**src/rtl/core/kct_pkg.sv**
```systemverilog
// ----------------------------------------------------------------------------
// kct_pkg
// Shared types and codes for the keyed count table: request and response
// words, status codes, controller states and controller/datapath signal groups.
// ----------------------------------------------------------------------------
`default_nettype none

package kct_pkg;

	// command codes
	localparam logic CMD_ADD    = 1'b0;
	localparam logic CMD_REMOVE = 1'b1;

	// response status codes
	localparam logic [2:0] STAT_UPDATED   = 3'd0;
	localparam logic [2:0] STAT_INSERTED  = 3'd1;
	localparam logic [2:0] STAT_FREED     = 3'd2;
	localparam logic [2:0] STAT_BAD_TAG   = 3'd3;
	localparam logic [2:0] STAT_IGNORED   = 3'd4;
	localparam logic [2:0] STAT_NOT_FOUND = 3'd5;
	localparam logic [2:0] STAT_FULL      = 3'd6;

	localparam int unsigned COUNT_W   = 31;
	localparam int unsigned TAG_IN_W  = 16;
	localparam int unsigned AMOUNT_W  = 32;
	localparam logic [COUNT_W-1:0] COUNT_MAX = '1;

	typedef struct packed {
		logic                       cmd;
		logic [TAG_IN_W-1:0]        tag_id;
		logic signed [AMOUNT_W-1:0] amount;
	} req_t;

	typedef struct packed {
		logic [2:0]         status;
		logic [COUNT_W-1:0] count_after;
		logic               saturated;
	} rsp_t;

	typedef enum logic [1:0] {
		S_IDLE,
		S_MATCH,
		S_EXEC
	} state_t;

	// controller to datapath
	typedef struct packed {
		logic load_req;
		logic match_en;
		logic exec_en;
	} ctrl_cmd_t;

	// datapath to controller
	typedef struct packed {
		logic rsp_stall;
	} dp_status_t;

endpackage

`default_nettype wire

```
**src/rtl/core/kct_ctrl.sv**
```systemverilog
// ----------------------------------------------------------------------------
// kct_ctrl
// Sequencer for the keyed count table: accept, match and read, update.
// ----------------------------------------------------------------------------
`default_nettype none

module kct_ctrl (
	input  wire                 clk,
	input  wire                 arst_n,
	input  wire                 req_valid,
	output logic                req_ready,
	input  kct_pkg::dp_status_t dp_status,
	output kct_pkg::ctrl_cmd_t  ctrl_cmd
);
	import kct_pkg::*;

	state_t state_q;
	state_t state_nxt;

	always_ff @(posedge clk or negedge arst_n) begin
		if (!arst_n) begin
			state_q <= S_IDLE;
		end else begin
			state_q <= state_nxt;
		end
	end

	always_comb begin
		state_nxt = state_q;
		unique case (state_q)
			S_IDLE: begin
				if (req_valid) state_nxt = S_MATCH;
			end
			S_MATCH: begin
				state_nxt = S_EXEC;
			end
			S_EXEC: begin
				if (!dp_status.rsp_stall) state_nxt = S_IDLE;
			end
			default: begin
				state_nxt = S_IDLE;
			end
		endcase
	end

	always_comb begin
		req_ready         = 1'b0;
		ctrl_cmd.load_req = 1'b0;
		ctrl_cmd.match_en = 1'b0;
		ctrl_cmd.exec_en  = 1'b0;
		unique case (state_q)
			S_IDLE: begin
				req_ready         = 1'b1;
				ctrl_cmd.load_req = req_valid;
			end
			S_MATCH: begin
				ctrl_cmd.match_en = 1'b1;
			end
			S_EXEC: begin
				ctrl_cmd.exec_en = !dp_status.rsp_stall;
			end
			default: begin
				req_ready = 1'b0;
			end
		endcase
	end

endmodule

`default_nettype wire

```
**src/rtl/core/kct_dpath.sv**
```systemverilog
// ----------------------------------------------------------------------------
// kct_dpath
// Datapath: request registers, tag and valid flops with parallel match,
// count memory, update arithmetic and the response register.
// ----------------------------------------------------------------------------
`default_nettype none

module kct_dpath #(
	parameter int unsigned TABLE_DEPTH = 64,
	parameter int unsigned TAG_BITS    = 16
) (
	input  wire                 clk,
	input  wire                 arst_n,
	input  kct_pkg::req_t       req,
	input  kct_pkg::ctrl_cmd_t  ctrl_cmd,
	output kct_pkg::dp_status_t dp_status,
	output logic                rsp_valid,
	input  wire                 rsp_ready,
	output kct_pkg::rsp_t       rsp
);
	import kct_pkg::*;

	localparam int unsigned IDX_W = $clog2(TABLE_DEPTH);

	// request word
	logic                cmd_q;
	logic [TAG_BITS-1:0] tag_q;
	logic [AMOUNT_W-1:0] amt_q;
	logic [31:0]         tag_ext;

	// table
	logic [TABLE_DEPTH-1:0] valid_q;
	logic [TAG_BITS-1:0]    tag_arr_q [TABLE_DEPTH];
	logic [COUNT_W-1:0]     count_mem [TABLE_DEPTH];

	// match results
	logic [TABLE_DEPTH-1:0] hit_vec;
	logic [TABLE_DEPTH-1:0] free_vec;
	logic [TABLE_DEPTH-1:0] free_first;
	logic [IDX_W-1:0]       hit_idx;
	logic [IDX_W-1:0]       free_idx;
	logic                   hit_q;
	logic                   free_any_q;
	logic [IDX_W-1:0]       hit_idx_q;
	logic [IDX_W-1:0]       free_idx_q;
	logic [COUNT_W-1:0]     cur_q;

	// update
	logic               tag_zero;
	logic               amt_ignored;
	logic [COUNT_W-1:0] raw;
	logic [COUNT_W:0]   sum;
	logic [COUNT_W-1:0] diff;
	logic               wr_en;
	logic [IDX_W-1:0]   wr_idx;
	logic [COUNT_W-1:0] wr_data;
	logic               set_valid;
	logic               clr_valid;
	rsp_t               rsp_nxt;
	logic               rsp_valid_q;
	rsp_t               rsp_q;

	assign tag_ext = {{(32 - TAG_IN_W){1'b0}}, req.tag_id};

	always_ff @(posedge clk) begin
		if (ctrl_cmd.load_req) begin
			cmd_q <= req.cmd;
			tag_q <= tag_ext[TAG_BITS-1:0];
			amt_q <= req.amount;
		end
	end

	// compare all entries; at most one valid entry holds a given tag
	always_comb begin
		hit_idx  = '0;
		free_idx = '0;
		for (int i = 0; i < TABLE_DEPTH; i++) begin
			hit_vec[i] = valid_q[i] && (tag_arr_q[i] == tag_q);
		end
		free_vec   = ~valid_q;
		free_first = free_vec & (~free_vec + 1'b1);
		for (int i = 0; i < TABLE_DEPTH; i++) begin
			if (hit_vec[i])    hit_idx  = hit_idx  | IDX_W'(i);
			if (free_first[i]) free_idx = free_idx | IDX_W'(i);
		end
	end

	always_ff @(posedge clk) begin
		if (ctrl_cmd.match_en) begin
			hit_q      <= |hit_vec;
			free_any_q <= |free_vec;
			hit_idx_q  <= hit_idx;
			free_idx_q <= free_idx;
		end
	end

	assign tag_zero    = (tag_q == '0);
	assign amt_ignored = (amt_q == '0) || amt_q[AMOUNT_W-1];
	assign raw         = amt_q[COUNT_W-1:0];
	assign sum         = {1'b0, cur_q} + {1'b0, raw};
	assign diff        = cur_q - raw;

	always_comb begin
		rsp_nxt.status      = STAT_UPDATED;
		rsp_nxt.count_after = '0;
		rsp_nxt.saturated   = 1'b0;
		wr_en     = 1'b0;
		wr_idx    = hit_idx_q;
		wr_data   = '0;
		set_valid = 1'b0;
		clr_valid = 1'b0;
		priority if (tag_zero) begin
			rsp_nxt.status = STAT_BAD_TAG;
		end else if (amt_ignored) begin
			rsp_nxt.status      = STAT_IGNORED;
			rsp_nxt.count_after = hit_q ? cur_q : '0;
		end else if (cmd_q == CMD_ADD) begin
			if (hit_q) begin
				wr_en = 1'b1;
				if (sum[COUNT_W]) begin
					wr_data           = COUNT_MAX;
					rsp_nxt.saturated = 1'b1;
				end else begin
					wr_data = sum[COUNT_W-1:0];
				end
				rsp_nxt.count_after = wr_data;
			end else if (free_any_q) begin
				wr_en               = 1'b1;
				wr_idx              = free_idx_q;
				wr_data             = raw;
				set_valid           = 1'b1;
				rsp_nxt.status      = STAT_INSERTED;
				rsp_nxt.count_after = raw;
			end else begin
				rsp_nxt.status = STAT_FULL;
			end
		end else begin
			if (!hit_q) begin
				rsp_nxt.status = STAT_NOT_FOUND;
			end else if (cur_q <= raw) begin
				clr_valid      = 1'b1;
				rsp_nxt.status = STAT_FREED;
			end else begin
				wr_en               = 1'b1;
				wr_data             = diff;
				rsp_nxt.count_after = diff;
			end
		end
	end

	// count memory: read during match, write during update
	always_ff @(posedge clk) begin
		if (ctrl_cmd.match_en) begin
			cur_q <= count_mem[hit_idx];
		end
		if (ctrl_cmd.exec_en && wr_en) begin
			count_mem[wr_idx] <= wr_data;
		end
	end

	always_ff @(posedge clk) begin
		if (ctrl_cmd.exec_en && set_valid) begin
			tag_arr_q[wr_idx] <= tag_q;
		end
	end

	always_ff @(posedge clk or negedge arst_n) begin
		if (!arst_n) begin
			valid_q <= '0;
		end else if (ctrl_cmd.exec_en) begin
			if (set_valid) valid_q[wr_idx] <= 1'b1;
			if (clr_valid) valid_q[wr_idx] <= 1'b0;
		end
	end

	// response register
	always_ff @(posedge clk or negedge arst_n) begin
		if (!arst_n) begin
			rsp_valid_q <= 1'b0;
		end else if (ctrl_cmd.exec_en) begin
			rsp_valid_q <= 1'b1;
		end else if (rsp_ready) begin
			rsp_valid_q <= 1'b0;
		end
	end

	always_ff @(posedge clk) begin
		if (ctrl_cmd.exec_en) begin
			rsp_q <= rsp_nxt;
		end
	end

	assign dp_status.rsp_stall = rsp_valid_q && !rsp_ready;
	assign rsp_valid           = rsp_valid_q;
	assign rsp                 = rsp_q;

endmodule

`default_nettype wire

```
**src/rtl/core/keyed_count_table.sv**
```systemverilog
// ----------------------------------------------------------------------------
// keyed_count_table
// Table of tags with saturating positive counts: add raises or inserts,
// remove lowers or frees; one response word per request word.
// ----------------------------------------------------------------------------
//
//   channel  | handshake             | word
//   ---------+-----------------------+-----------------------------------
//   request  | req_valid / req_ready | req : cmd, tag_id, amount
//   response | rsp_valid / rsp_ready | rsp : status, count_after, saturated
//
// each request passes three steps: accept, parallel tag match with count memory
// read, then update and load of the response register; the next request is
// accepted only after the update of the one before
// a held response stretches the update step until the register frees up
// reset clears all valid bits at once; no clearing pass, first request can
// be accepted right after reset
// ----------------------------------------------------------------------------
`default_nettype none

module keyed_count_table #(
	parameter int unsigned TABLE_DEPTH = 64,
	parameter int unsigned TAG_BITS    = 16
) (
	input  wire            clk,
	input  wire            arst_n,
	input  wire            req_valid,
	output logic           req_ready,
	input  kct_pkg::req_t  req,
	output logic           rsp_valid,
	input  wire            rsp_ready,
	output kct_pkg::rsp_t  rsp
);
	import kct_pkg::*;

	// command and status between the sequencer and the datapath
	ctrl_cmd_t  ctrl_cmd;
	dp_status_t dp_status;

	// sequencer: idle, match, update
	kct_ctrl u_ctrl (
		.clk       (clk),
		.arst_n    (arst_n),
		.req_valid (req_valid),
		.req_ready (req_ready),
		.dp_status (dp_status),
		.ctrl_cmd  (ctrl_cmd)
	);

	// tag flops, count memory and response register
	kct_dpath #(
		.TABLE_DEPTH (TABLE_DEPTH),
		.TAG_BITS    (TAG_BITS)
	) u_dpath (
		.clk       (clk),
		.arst_n    (arst_n),
		.req       (req),
		.ctrl_cmd  (ctrl_cmd),
		.dp_status (dp_status),
		.rsp_valid (rsp_valid),
		.rsp_ready (rsp_ready),
		.rsp       (rsp)
	);

endmodule

`default_nettype wire

```
**config.mk**
```make
export PLATFORM = sky130hd
export DESIGN_NAME = keyed_count_table
export DESIGN_NICKNAME = d
export VERILOG_FILES = /design/src/rtl/core/kct_pkg.sv /design/src/rtl/core/kct_ctrl.sv /design/src/rtl/core/kct_dpath.sv /design/src/rtl/core/keyed_count_table.sv
export SDC_FILE = /design/constraint.sdc
export NUM_CORES = 2
export LEC_CHECK = 0
export BUFFER_PORTS_ARGS = -buffer_cell sky130_fd_sc_hd__buf_2
export CORE_MARGIN = 5
export CORE_UTILIZATION = 50
export DETAILED_ROUTE_END_ITERATION = 10
export PLACE_DENSITY_LB_ADDON = 0.08
export REMOVE_ABC_BUFFERS = 1
export SYNTH_ARGS = -nofsm -noshare
export SYNTH_HDL_FRONTEND = slang
export SYNTH_SLANG_ARGS = --single-unit
```
**constraint.sdc**
```tcl
create_clock -name clk -period 9.4 [get_ports clk]
set_input_delay 0.47 -clock clk [delete_from_list [all_inputs] [get_ports clk]]
set_output_delay 0.47 -clock clk [all_outputs]
set_load 0.02 [all_outputs]
```
======== Yosys cells after proc, flatten, opt, wreduce, memory -nomap -nowiden ========
Memories as Yosys holds them, arrays and structs flattened. A register that Yosys moved wholly into a read port is not among the register bits.
Index checks and enable logic that the tools add are counted.
W data, S select, Z words.
word-level totals
  RAM bits ................................ 3,008
  memories kept ........................... 2
  input bits .............................. 53
  flip-flop bits (word level) ............. 165
memory list
  memory             depth  width  read ports  clocked after memory_dff  write ports  line             RTL
  u_dpath.count_mem  64     31     1           1                         1            kct_dpath.sv:34  logic [COUNT_W-1:0] count_mem [TABLE_DEPTH];
  u_dpath.tag_arr_q  64     16     64          0                         1            kct_dpath.sv:33  logic [TAG_BITS-1:0] tag_arr_q [TABLE_DEPTH];
cells by class
  bitwise operators ....................... 6
  magnitude comparators ................... 3
  mux-type cells .......................... 273
  add/sub/neg operators ................... 3
  reductions and logical operators ........ 83
  equality and inequality tests ........... 68
operators by type and width
  operator                 count
  $eq A16 B16 Y1           64
  $mux W31                 30
  $mux W6                  47
  $mux W64                 4
  $not A64 Y64             3
  $mux W34                 5
  $mux W5                  32
  $and A64 B64 Y64         2
  $reduce_or A64 Y1        2
  $mux W3                  33
  $mux W4                  24
  $mux W1                  81
  $logic_and A1 B1 Y1      68
  $add A64 B1 Y64 const B  1
  $or A64 B64 Y64          1
  $add A31 B31 Y32         1
  $logic_not A32 Y1        1
  $reduce_or A32 Y1        1
  $le A31 B31 Y1           1
  $sub A31 B31 Y31         1
  $mux W2                  15
  $logic_not A16 Y1        1
  $reduce_or A16 Y1        1
  $reduce_or A8 Y1         1
  other kinds (14)         16

======== Longest topological paths before layout ========
An unclocked memory read counts as a cell.
  depth in word-level cells ............... 66
  depth in mapped cells ................... 19
  mapped depth without buffers ............ 16

======== Hierarchy ========
From an unflattened synthesis, not the netlist that was laid out.
unflattened totals
  cells, all modules ...................... 8,802
  area total of the unflattened synthesis .. 137,446.8 µm²
modules (own cells, without submodules)
  module     cells an instance  area an instance (µm²)  instances
  kct_dpath  8,793              137,348.0               1
  kct_ctrl   9                  98.8                    1

======== Worst setup path before layout ========
Ideal clock, no wire load.
  kind .................................... reg-to-reg
  start ................................... reg u_dpath.cur_q[15] (read register of u_dpath.count_mem)
  end ..................................... mem u_dpath.count_mem[0][14] (data pin)
  arrival time ............................ 8.389 ns
  cell stages (with the launch flop) ...... 13
  setup time .............................. 1.310 ns
  path buffers ............................ 1
  period minus slack after synthesis ...... 9.699 ns
  required time ........................... 8.090 ns
  slack ................................... -0.299 ns
  cells stage by stage .................... edfxtp_1 -> ha_1 -> clkbuf_1 -> or4_1 -> nor3_1 -> a221oi_1 -> a21oi_1 -> a311oi_1 -> a21oi_1 -> a311oi_1 -> inv_1 -> nor3_1 -> a2111oi_0
between the ends
  word-level cells in the longest chain between the ends .. 16
  elaborated cells between the ends (all ways) .. 26
  those cells by class .................... add/sub: 1; order compare: 1; mux: 24
RTL lines
  what                                                line                                RTL
  start: declaration                                  kct_dpath.sv:46                     logic [COUNT_W-1:0] cur_q;
  $add A31 B31 Y32 or $le A31 B31 Y1 (tied branches)  kct_dpath.sv:100, kct_dpath.sv:140
  $mux W31 (on tied branches)                         kct_dpath.sv:120, kct_dpath.sv:140
  $mux W31 (on tied branches)                         kct_dpath.sv:118, kct_dpath.sv:138
  $mux W31                                            kct_dpath.sv:117                    end else if (cmd_q == CMD_ADD) begin
  $mux W31                                            kct_dpath.sv:114                    end else if (amt_ignored) begin
  $mux W31                                            kct_dpath.sv:112                    priority if (tag_zero) begin
  $mux W31 (on tied branches)                         kct_dpath.sv:118, kct_dpath.sv:138
  $mux W31                                            kct_dpath.sv:117
  $mux W31                                            kct_dpath.sv:114
  $mux W31                                            kct_dpath.sv:112
  $mux W31 (*)                                        kct_dpath.sv:117
  $mux W31 (*)                                        kct_dpath.sv:114
  $mux W31 (*)                                        kct_dpath.sv:112
  $mux W31 (*)                                        kct_dpath.sv:114
  $mux W31 (*) (2 in series)                          kct_dpath.sv:112
  net u_dpath.wr_data[14]                             kct_dpath.sv:56                     logic [COUNT_W-1:0] wr_data;
  end: declaration                                    kct_dpath.sv:34
Mark *: on every way through the listed nets, which the timed path passes. The rest lies on a longest branch. The select of a mux whose other input is x is not followed.

======== Worst setup path after layout ========
  start ................................... reg u_dpath.tag_q[7]
  end ..................................... reg u_dpath.cur_q[22] (read register of u_dpath.count_mem) (data pin)
between the ends
  word-level cells in the longest chain between the ends .. 65
  elaborated cells between the ends (all ways) .. 189
  those cells by class .................... eq/ne: 63; mux: 63; reduce/logical: 63
RTL lines
  what                      line             RTL
  start: declaration        kct_dpath.sv:27  logic [TAG_BITS-1:0] tag_q;
  start signal: assignment  kct_dpath.sv:68  tag_q <= tag_ext[TAG_BITS-1:0];
  $eq A16 B16 Y1            kct_dpath.sv:78  hit_vec[i] = valid_q[i] && (tag_arr_q[i] == tag_q);
  $logic_and A1 B1 Y1       kct_dpath.sv:78
  $mux W1                   kct_dpath.sv:83  if (hit_vec[i]) hit_idx = hit_idx | IDX_W'(i);
  $mux W2 (2 in series)     kct_dpath.sv:83
  $mux W3 (4 in series)     kct_dpath.sv:83
  $mux W4 (8 in series)     kct_dpath.sv:83
  $mux W5 (16 in series)    kct_dpath.sv:83
  $mux W6 (31 in series)    kct_dpath.sv:83
  $mux W6 (*)               kct_dpath.sv:83
Mark *: on every way between the ends. The rest lies on a longest branch, timed or not.
A chain may end at the register's enable or synchronous reset.

==> metrics.md <==
| Metric | Value |
|---|---|
| Via density | `6.084` |
| Synth top cells by count | `edfxtp_1, nand2_1, xor2_1` |
| Die Y | `529.9 µm` |
| Synthesis-to-layout area growth | `12.69%` |
| Drc violations | `0` |
| Status | `completed` |
| Worst skew pair latency | `0.92 ns` |
| Initial antenna violation count | `16` |
| Crit share post-route | `83.60%` |
| Relative slew margins | `2.056%` |
| CP Max Fanout | `120` |
| Die W | `529.9 µm` |
| Multi-input gate area | `0.03674 mm²` |
| Top-area cell type share of the netlist area | `69.69%` |
| Area of the die | `0.2808 mm²` |
| Post-Layout Inst Area | `0.1523 mm²` |
| Hold Crit Class | `input port to flip-flop` |
| Cell area after synthesis | `0.1352 mm²` |
| DRT Pass-1 Iters | `6` |
| GPL Wtd Cong | `0.8967` |
| Placed cell area | `0.1410 mm²` |
| Core box area | `0.2686 mm²` |
| CP Cell Sequence | `buf_12 > xor2_1 > nor4_1 > nand2_1 > nor4_1 > nor3_1 > nand4_1 > buf_4 > or2_4 > buf_12 > buf_12 > mux2i_1 > mux2i_1 > a22oi_1 > and3_1 > nand4_1` |
| Detailed Place HPWL | `236.2 mm` |
| IO Pins | `90` |
| Crit path DAT | `8.46 ns` |
| Syn Inst Count | `9092` |
| Reg clk slew, reported paths | `0.06 ns` |
| Final Max Slew Viols | `0` |
| Crit path buf inv count | `4` |
| Most used cell, CP | `buf_12` |
| RSZ-0062 raised after global routing | `false` |
| Port-buffer cells | `89` |
| Total GRT Usage | `28.19%` |
| Worst-Margin Slew | `1.469 ns` |
| Final layout net count | `9532` |
| Initial core utilization | `50.32%` |
| Crit-path max cell delay | `1.16 ns` |
| Setup bufs post-CTS | `0` |
| Post-route minimum period | `7.859 ns` |
| CP Capture Type | `flip-flop` |
| Post-CTS Resized | `0` |
| MaxCap Viol Count | `0` |
| Seq/Total Area, Yosys | `70.93%` |
| Count leader, synth | `edfxtp_1` |
| Slowest cell on the critical path | `edfxtp_1` |
| Fill count | `21200` |
| Synth area leader | `edfxtp_1` |
| Util after Layout | `56.70%` |
| Setup TNS | `0 ns` |
| Vias in the first global route | `78930` |
| Number of library cell types mapped by synthesis | `91` |
| Root Driver | `clkbuf_16` |
| Number of buffers created by CTS | `339` |
| Top cell family by delay on the critical path | `simple AND/OR/NAND/NOR gates` |
| Total grt overflow | `0` |
| Total number of vias | `80640` |
| Commonest register cell after synthesis | `edfxtp_1` |
| Pwr/cell area | `216.5 mW/mm²` |
| Hold-fix buffers, CTS | `52` |
| Syn Area/Cell | `14.87 µm²` |
| Ranking of synthesized cells by area | `edfxtp_1, xor2_1, mux2i_1` |
| Worst setup SP type | `flip-flop` |
| CTS Buffer Depth | `4` |
| Drt initial violations | `9104` |
| CTS tree | `done` |
| Critical path class | `flip-flop to flip-flop` |
| Share of layout cells above drive strength 1 | `12.11%` |
| Fmax | `0.1272 GHz` |
| Htree depth | `5` |
| Clock Skew | `0.05144 ns` |
| Flops & latches, synth | `3204` |
| Core Rows | `190` |
| Register Area | `0.09588 mm²` |
| Total power | `32980 µW` |
| Lkg Pwr | `0.04925 µW` |
| Number of synthesized flops with an enable pin | `3137` |
| Ys async rst share | `2.091%` |
| Final hold violation count | `0` |
| WL/cell | `30.40 µm` |
| Final setup vio count | `0` |
| Crit path required time | `10.00 ns` |
| YS warnings | `0` |
| Antenna Nets Post-Route | `0` |
| Wirelength, routed | `403.0 mm` |
| Clock Sinks | `3204` |
| Pin count of the biggest net entering global routing | `131` |
| First-pass GRT wire length | `575.8 mm` |
| Peak supply drop | `163.3 µV` |
-- kinds of logic after synthesis --
| family | Yosys count | synth area share [%] |
|---|---|---|
| AOI/OAI and AO/OA | 1142 | 5.862 |
| xor gates and xnor gates | 1056 | 6.842 |
| adders and majority gates | 64 | 0.6035 |
| buffers and inverters | 610 | 2.476 |
| DFF | 3204 | 70.93 |
| muxes | 677 | 5.112 |
| and+or+nand+nor | 2339 | 8.174 |
-- cell usage in the layout (no fill, tap or decap), types with 87 or more instances in the layout --
cell type and instances:
edfxtp_1 3137, nand2_1 1061, xor2_1 704, mux2i_1 576
xnor2_1 352, clkbuf_16 342, buf_4 314, nand3_1 255
nor2_1 228, a21oi_1 226, nor4_1 204, nand4_1 158
and3_1 152, a31oi_1 140, a211oi_1 119, mux2_2 92
buf_2 89, inv_1 88, a311oi_1 87
-- per-stage QoR --
stage	setup WS, ns	std cells	hold slack [ns]
after floorplan	-15.32	8574	0.1744
after global placement	0.9843	12560	0.5329
after detailed placement	1.618	12570	0.5152
after CTS	1.584	13240	0.2110
after global routing	1.583	13240	0.2588
final	1.541	13250	0.2634
-- worst register-to-register path: cells and delay by family, from the launching register on --
kind                      cells  cell delay [ns]
DFF                           1             1.16
and+or+nand+nor               8             3.09
muxes                         2             0.57
AOI/OAI and AO/OA             1             0.61
xor gates and xnor gates      1             0.24
buffers and inverters         4             1.92
-- power breakdown --
part	internal [µW]	leakage, µW	total [µW]	switching (µW)
sequential	16500	0.0295	16700	186
clock	7490	0.00525	13000	5560
combinational	791	0.0145	3200	2410
total	24800	0.0492	33000	8160
-- final timing paths --
path,start,cells past startpoint,slack [ns],to
worst max-delay path,u_dpath.tag_q[7],16,1.54,u_dpath.cur_q[22]
worst min-delay path,req[48],2,0.26,u_dpath.cmd_q
worst max register to register,u_dpath.tag_q[7],16,1.54,u_dpath.cur_q[22]
worst min register to register,u_dpath.rsp_valid,2,0.54,u_dpath.rsp_valid
max in group asynchronous,arst_n,2,8.38,u_ctrl.state_q[0]
min in group asynchronous,arst_n,2,0.39,u_dpath.valid_q[9]
-- state kept, by name, indices dropped and copies added (netlist names) --
name	count
u_dpath.tag_arr_q	1024
u_dpath.hit_q	1
u_dpath.tag_q	16
u_dpath.amt_q	32
u_dpath.cmd_q	1
u_dpath.count_mem	1984
u_dpath.rsp	35
u_dpath.valid_q	64
u_dpath.cur_q	31
u_dpath.hit_idx_q	6
u_dpath.rsp_valid	1
u_dpath.free_idx_q	6
u_dpath.free_any_q	1
u_ctrl.state_q	2
-- routing by layer --
metal  routed length [µm]  global-route usage (%)  vias to the layer above  share of wire [%]
li1                     -                       -                    35170                  -
met1               164500                   38.29                    41460                 41
met2               196000                   47.08                     3334                 49
met3                26310                   3.364                      671                6.5
met4                16090                   10.42                        4                4.0
met5                   22                       0                        -             0.0055
-- area by class of cell --
cell class / instances / share of cell area [%]
multi-input cells: 5278 / 24.12
well taps: 3552 / 2.918
clock inverters: 190 / 1.194
diodes: 11 / 0.01807
clock buffers: 427 / 5.848
repair buffers: 500 / 2.736
inverters: 92 / 0.2283
flip-flops and latches: 3204 / 62.94
Note: power is estimated with default switching activity, not from simulation.
